==> src/dab_pkg.sv <==
// ----------------------------------------------------------------------------
// dab_pkg: shared types and constants for the decrement-and-branch unit
// Item layouts, condition select codes and field geometry.
// ----------------------------------------------------------------------------
package dab_pkg;

  localparam int unsigned RegNumW = 5;
  localparam int unsigned SelW    = 3;
  localparam int unsigned DataW   = 32;
  localparam int unsigned DispW   = 16;

  // Sequential step to the next instruction
  localparam logic [DataW-1:0] SeqStep = 32'd4;

  // Condition select codes (mode byte bits 7..5)
  localparam logic [SelW-1:0] SelOv     = 3'd0;
  localparam logic [SelW-1:0] SelCy     = 3'd1;
  localparam logic [SelW-1:0] SelZ      = 3'd2;
  localparam logic [SelW-1:0] SelCyOrZ  = 3'd3;
  localparam logic [SelW-1:0] SelS      = 3'd4;
  localparam logic [SelW-1:0] SelTest   = 3'd5;
  localparam logic [SelW-1:0] SelLt     = 3'd6;
  localparam logic [SelW-1:0] SelLe     = 3'd7;

  // Opcode group: second table inverts the condition
  localparam logic OpFirst  = 1'b0;
  localparam logic OpSecond = 1'b1;

  typedef struct packed {
    logic                    op;
    logic [7:0]              mode_byte;
    logic [DataW-1:0]        reg_value;
    logic [DataW-1:0]        current_pc;
    logic signed [DispW-1:0] displacement;
    logic                    flag_sign;
    logic                    flag_overflow;
    logic                    flag_zero;
    logic                    flag_carry;
  } dab_in_t;

  typedef struct packed {
    logic [RegNumW-1:0] reg_number;
    logic [DataW-1:0]   new_reg_value;
    logic               reg_write;
    logic               branch_taken;
    logic [DataW-1:0]   next_pc;
  } dab_out_t;

  typedef struct packed {
    logic sign;
    logic overflow;
    logic zero;
    logic carry;
  } dab_flags_t;

endpackage

==> src/dab_cond.sv <==
// ----------------------------------------------------------------------------
// dab_cond: condition evaluation
// Picks one of eight flag conditions by select code.
// ----------------------------------------------------------------------------
module dab_cond (
  input  logic [dab_pkg::SelW-1:0] sel_i,
  input  dab_pkg::dab_flags_t      flags_i,
  output logic                     cond_o
);

  logic lt;

  assign lt = flags_i.sign ^ flags_i.overflow;

  always_comb begin
    case (sel_i)
      dab_pkg::SelOv:    cond_o = flags_i.overflow;
      dab_pkg::SelCy:    cond_o = flags_i.carry;
      dab_pkg::SelZ:     cond_o = flags_i.zero;
      dab_pkg::SelCyOrZ: cond_o = flags_i.carry | flags_i.zero;
      dab_pkg::SelS:     cond_o = flags_i.sign;
      dab_pkg::SelTest:  cond_o = 1'b1;
      dab_pkg::SelLt:    cond_o = lt;
      dab_pkg::SelLe:    cond_o = lt | flags_i.zero;
      default:           cond_o = 1'b0;
    endcase
  end

endmodule

==> src/dab_exec.sv <==
// ----------------------------------------------------------------------------
// dab_exec: decrement, branch decision and next-pc computation
// Single-pass logic between the input and result registers.
// ----------------------------------------------------------------------------
module dab_exec (
  input  dab_pkg::dab_in_t  item_i,
  output dab_pkg::dab_out_t res_o
);

  logic [dab_pkg::SelW-1:0]  sel;
  logic                      is_test;
  logic                      cond;
  logic                      cond_pol;
  logic [dab_pkg::DataW-1:0] dec_val;
  logic                      taken;
  logic [dab_pkg::DataW-1:0] disp_ext;
  dab_pkg::dab_flags_t       flags;

  assign sel     = item_i.mode_byte[7:5];
  assign is_test = (item_i.op == dab_pkg::OpSecond) && (sel == dab_pkg::SelTest);

  assign flags.sign     = item_i.flag_sign;
  assign flags.overflow = item_i.flag_overflow;
  assign flags.zero     = item_i.flag_zero;
  assign flags.carry    = item_i.flag_carry;

  dab_cond u_cond (
    .sel_i   (sel),
    .flags_i (flags),
    .cond_o  (cond)
  );

  // Second table inverts the sense of the condition
  assign cond_pol = cond ^ (item_i.op == dab_pkg::OpSecond);
  assign dec_val  = item_i.reg_value - 32'd1;

  // Test-branch jumps on a zero register; otherwise on a nonzero decrement with cond_pol
  assign taken = is_test ? (item_i.reg_value == '0)
                         : ((dec_val != '0) && cond_pol);

  assign disp_ext = {{(dab_pkg::DataW - dab_pkg::DispW){item_i.displacement[dab_pkg::DispW-1]}},
                     item_i.displacement};

  assign res_o.reg_number    = item_i.mode_byte[dab_pkg::RegNumW-1:0];
  assign res_o.new_reg_value = is_test ? item_i.reg_value : dec_val;
  assign res_o.reg_write     = ~is_test;
  assign res_o.branch_taken  = taken;
  assign res_o.next_pc       = item_i.current_pc + (taken ? disp_ext : dab_pkg::SeqStep);

endmodule

==> src/decrement_and_branch_unit_top.sv <==
// ----------------------------------------------------------------------------
// decrement_and_branch_unit_top: decrement-and-branch execute unit
// Registers an instruction item, evaluates it in one pass and strobes the result.
// ----------------------------------------------------------------------------
//
//  Channel   Ports                        Handshake
//  --------  ---------------------------  ---------------------------------
//  input     in_item_i                    taken when start_i & ~busy_o
//  result    result_o                     shown one cycle with done_o
//
//  Each item yields exactly one result, via the input and result registers.
//  One item may be taken every cycle; the ready flag, the input register
//  and the result register are the only state, and the path between the
//  last two is a compare, a decrement and one 32-bit add.
//  busy_o is high only while in reset and until the ready flag is set after release.
//  The receiver cannot stall: results are never held back.
//
module decrement_and_branch_unit_top (
  input  logic               clk_i,
  input  logic               rst_ni,
  input  logic               start_i,
  output logic               busy_o,
  input  dab_pkg::dab_in_t   in_item_i,
  output logic               done_o,
  output dab_pkg::dab_out_t  result_o
);

  logic              rdy_q;
  logic              in_vld_q;
  dab_pkg::dab_in_t  in_item_q;
  logic              res_vld_q;
  dab_pkg::dab_out_t res_q;
  dab_pkg::dab_out_t res_d;
  logic              accept;

  // Hold off items until the ready flag is set after reset is released
  always_ff @(posedge clk_i or negedge rst_ni) begin
    if (!rst_ni) begin
      rdy_q <= 1'b0;
    end else begin
      rdy_q <= 1'b1;
    end
  end

  assign busy_o = ~rdy_q;
  assign accept = start_i & rdy_q;

  // Input register: load the item on accept and tag it with a valid bit
  always_ff @(posedge clk_i or negedge rst_ni) begin
    if (!rst_ni) begin
      in_vld_q <= 1'b0;
    end else begin
      in_vld_q <= accept;
    end
  end

  always_ff @(posedge clk_i) begin
    if (accept) begin
      in_item_q <= in_item_i;
    end
  end

  dab_exec u_exec (
    .item_i (in_item_q),
    .res_o  (res_d)
  );

  // Result register: strobe for exactly one cycle per item
  always_ff @(posedge clk_i or negedge rst_ni) begin
    if (!rst_ni) begin
      res_vld_q <= 1'b0;
    end else begin
      res_vld_q <= in_vld_q;
    end
  end

  always_ff @(posedge clk_i) begin
    if (in_vld_q) begin
      res_q <= res_d;
    end
  end

  assign done_o   = res_vld_q;
  assign result_o = res_q;

endmodule

==> config.mk <==
export PLATFORM = sky130hd
export DESIGN_NAME = decrement_and_branch_unit_top
export DESIGN_NICKNAME = d
export VERILOG_FILES = /design/src/dab_pkg.sv /design/src/dab_cond.sv /design/src/dab_exec.sv /design/src/decrement_and_branch_unit_top.sv
export SDC_FILE = /design/constraint.sdc
export NUM_CORES = 1
export LEC_CHECK = 0
export ABC_CLOCK_PERIOD_IN_PS = 5700
export BUFFER_PORTS_ARGS = -buffer_cell sky130_fd_sc_hd__buf_2
export CORE_MARGIN = 4
export CORE_UTILIZATION = 40
export CTS_CLUSTER_DIAMETER = 120
export CTS_CLUSTER_SIZE = 16
export DETAILED_ROUTE_END_ITERATION = 6
export GPL_TIMING_DRIVEN = 0
export PLACE_DENSITY_LB_ADDON = 0.25
export SYNTH_ARGS = -nofsm -noshare
export SYNTH_HDL_FRONTEND = slang
export SYNTH_SLANG_ARGS = --single-unit
==> constraint.sdc <==
create_clock -name clk_i -period 5.7 [get_ports clk_i]
set_clock_uncertainty 0.15 [all_clocks]
set_input_delay 0.285 -clock clk_i [delete_from_list [all_inputs] [get_ports clk_i]]
set_output_delay 0.285 -clock clk_i [all_outputs]
set_load 0.05 [all_outputs]
==> results_dict.tcl <==
set metrics [dict create \
    netlist_area_sq_mm 0.00774 \
    finalCriticalPeriod_ps 5470 \
    slew_headroom 0.599 \
    yosys_warnings 0 \
    antenna_found_initial 1 \
    wl_met3_microns 1080 \
    top_layer_used "met4" \
    final_common_cell "buf_2" \
    ant_nets 0 \
    worst_slew_pin_slew_ps 598 \
    syn-num-nets 686 \
    max_freq_mhz 183 \
    dp_cells 986 \
    status "finished clean" \
    grt-ovfl-total 0 \
    hold_class "primary input to async pin" \
    numCtsBuffers 17 \
    drtIter0Drc 358 \
    p_total_mw 3.09 \
    cp-end-kind "flop" \
    routed_via_density 5.04 \
    grt_pass1_vias 5859 \
    clk_latency_ps 430 \
    fin_ws_ps 234 \
    die_x_microns 147 \
    dr.pass1.iters 6 \
    post-route-period-util 0.959 \
    io_buffer_count 168 \
    yosysUniqueCellTypes 62 \
    ys_async_sr_fraction 0.0180 \
    synth_area_per_cell_sq_um 13.9 \
    routed_wl_microns 18900 \
    cts_sinks 167 \
    cts_root_buf "clkbuf_16" \
    worstPathArrival_ps 5570 \
    worstRegToRegCells 18 \
    path_class "flop to flop" \
    ys_seq_area_frac 0.646 \
    cellPowerDensity_mw_per_mm2 290 \
    cp.required_ps 5800 \
    hold_viol 0 \
    pwr-share-comb 0.168 \
    cts_buffer_depth 2 \
    fp.coreArea_sq_mm 0.0189 \
    num_vias 5660 \
    routed-wl-met2_microns 9900 \
    rows 50 \
    final_cell_mix "170 x buf_2, 164 x edfxtp_1, 94 x dlygate4sd3_1" \
    gp_congestion 0.858 \
    p_sw_mw 0.839 \
    wl_met1_microns 7540 \
    intPower_mw 2.25 \
    drc 0 \
    p_leak_nw 4.17 \
    grt_pass1_wl_microns 29600 \
    place_ws_ps -283 \
    die_h_microns 147 \
    initial_core_util 0.410 \
    syn_to_final_growth_pct 37.6 \
    postLayoutCellArea_sq_mm 0.0106 \
    grt_max_degree 65 \
    die_area_sq_mm 0.0216 \
    layoutNonFillerInstCount 1123 \
    synth_edf_count 164 \
    cts_tree "yes" \
    htree_levels 4 \
    final_nets 979 \
    ys_ff_latch 167 \
    post-dp-hpwl_microns 12600 \
    boundaryPins 169 \
    p_sw_frac 0.272 \
    critPathLaunchType "flop" \
    synthFlopType "edfxtp_1" \
    critical_path_peak_fanout 10 \
    drv_slew 0 \
    drv_cap 0 \
    drive_above_1_share 0.289 \
    power_frac_seq 0.473 \
    track_usage 0.173 \
    postSynthCellCount 556 \
    clockPowerShare 0.358 \
    path_clk_slew_ps 70 \
    place_area_sq_mm 0.00897 \
    peakVddDrop_mv 0.256 \
    setup_viol 0 \
    wl_per_cell_microns 16.8 \
]
-- worst max-delay path, cell delays in order (launching register included) --
cell      delay [ps]
edfxtp_1         470
or4_1            530
buf_2            200
nor4_4           360
nand2_2          110
or4b_1           520
nand2_2          140
a21oi_4           80
buf_6            170
and2_1           160
ha_1             350
nand2_1           80
nor2_2           150
nand2_1           80
or4b_2           630
a311o_1          370
and3_1           200
a2111o_1         430
o211ai_1         100
-- routing by layer --
metal,global-route usage,vias to the layer above
met5,0,-
met4,0.0615,0
met3,0.0450,35
met2,0.308,204
met1,0.203,2702
li1,-,2719
-- path summary, 6_finish.rpt --
path                                          from                     end  slack, ps
max                        in_item_q[57]$_DFFE_PP_  result_o[30]$_DFFE_PP_        230
min                                         rst_ni      in_vld_q$_DFF_PN0_         30
max reg2reg                in_item_q[57]$_DFFE_PP_  result_o[30]$_DFFE_PP_        230
min reg2reg                in_item_q[84]$_DFFE_PP_  result_o[66]$_DFFE_PP_        270
max in group asynchronous                   rst_ni      in_vld_q$_DFF_PN0_       5250
min in group clk_i                         start_i      in_vld_q$_DFF_PN0_        190
-- per-stage QoR --
stage	util	hold WS [ps]	TNS, ps
floorplan	-	-161	0
global placement	0.471	-67.7	-547
detailed placement	0.475	-66.7	-1120
CTS	0.559	14.7	0
global route	0.564	25.6	-40.3
finish	0.564	34.6	0
-- synth_stat cells (2+ instances only) --
cell type / n / area share
nor2b_1: 5 / 0.0040
ha_1: 33 / 0.053
nand3_1: 7 / 0.0045
nor2_1: 34 / 0.016
buf_2: 2 / 0.0013
buf_6: 3 / 0.0044
or3_4: 2 / 0.0029
nor4_4: 3 / 0.0082
o31ai_1: 3 / 0.0029
nor3_1: 19 / 0.012
nand2_1: 29 / 0.014
nor3b_1: 2 / 0.0019
nand4b_1: 2 / 0.0023
o21ai_0: 14 / 0.0091
inv_1: 15 / 0.0073
nand4_1: 4 / 0.0032
xor2_1: 31 / 0.035
o21a_1: 6 / 0.0058
nor4_1: 9 / 0.0073
o211ai_1: 5 / 0.0049
and2_1: 16 / 0.013
or2_2: 3 / 0.0024
o21bai_1: 3 / 0.0029
dfrtp_1: 3 / 0.0097
a31oi_1: 5 / 0.0040
nor4b_1: 2 / 0.0023
edfxtp_1: 164 / 0.64
xnor2_1: 29 / 0.033
clkbuf_1: 4 / 0.0019
or4_1: 6 / 0.0058
or3_1: 2 / 0.0016
o41ai_1: 3 / 0.0034
or3_2: 3 / 0.0029
and4_1: 2 / 0.0023
a211oi_1: 9 / 0.0087
nand2b_1: 4 / 0.0032
a21oi_1: 32 / 0.021
a21o_1: 11 / 0.011
and3_1: 2 / 0.0016
a22o_1: 2 / 0.0023
nand2_2: 2 / 0.0016
-- power groups by stage --
stage | combinational [mW] | clock (mW) | sequential, mW
after global routing | 0.560 | 1.19 | 1.47
after floorplan | 0.206 | 0 | 1.60
after CTS | 0.509 | 1.14 | 1.46
after global placement | 0.421 | 0 | 1.50
after detailed placement | 0.449 | 0 | 1.49
final | 0.519 | 1.11 | 1.46
-- kinds of logic (layout without fill, tap and decap cells) --
logic type | Yosys count | in the layout | share of synthesized area
flip-flops | 167 | 167 | 0.646
other | 1 | 2 | 0.000485
buffers and inverters | 24 | 330 | 0.0149
XOR/XNOR | 61 | 61 | 0.0700
multiplexers | 1 | 1 | 0.00129
AO/OA/AOI/OAI | 104 | 104 | 0.0899
adder cells (fa/ha/maj) | 34 | 34 | 0.0559
AND/OR/NAND/NOR | 164 | 164 | 0.121
-- timing repair --
item                       CTS  global route
resized for setup            6             9
pin swaps                    2             3
hold buffers                94             0
setup endpoints to repair   13            16
hold endpoints to repair    96             0
buffers inserted             6             5
-- sequential cells by signal, summed over array words and instances, names as in the netlist --
name	count
in_item_q	93
result_o	71
done_o	1
rdy_q	1
in_vld_q	1
-- area by class of cell --
class	instances	area (sq um)
fill	1590	8240
sequential	167	5000
multi-input combinational	365	2710
timing repair buffer	275	1930
clock buffer	18	429
tap	260	325
clock inverter	14	136
inverter	15	56.3
buffer	8	55.1
antenna	1	2.50
No activity file was read; power rests on OpenSTA's default activity.
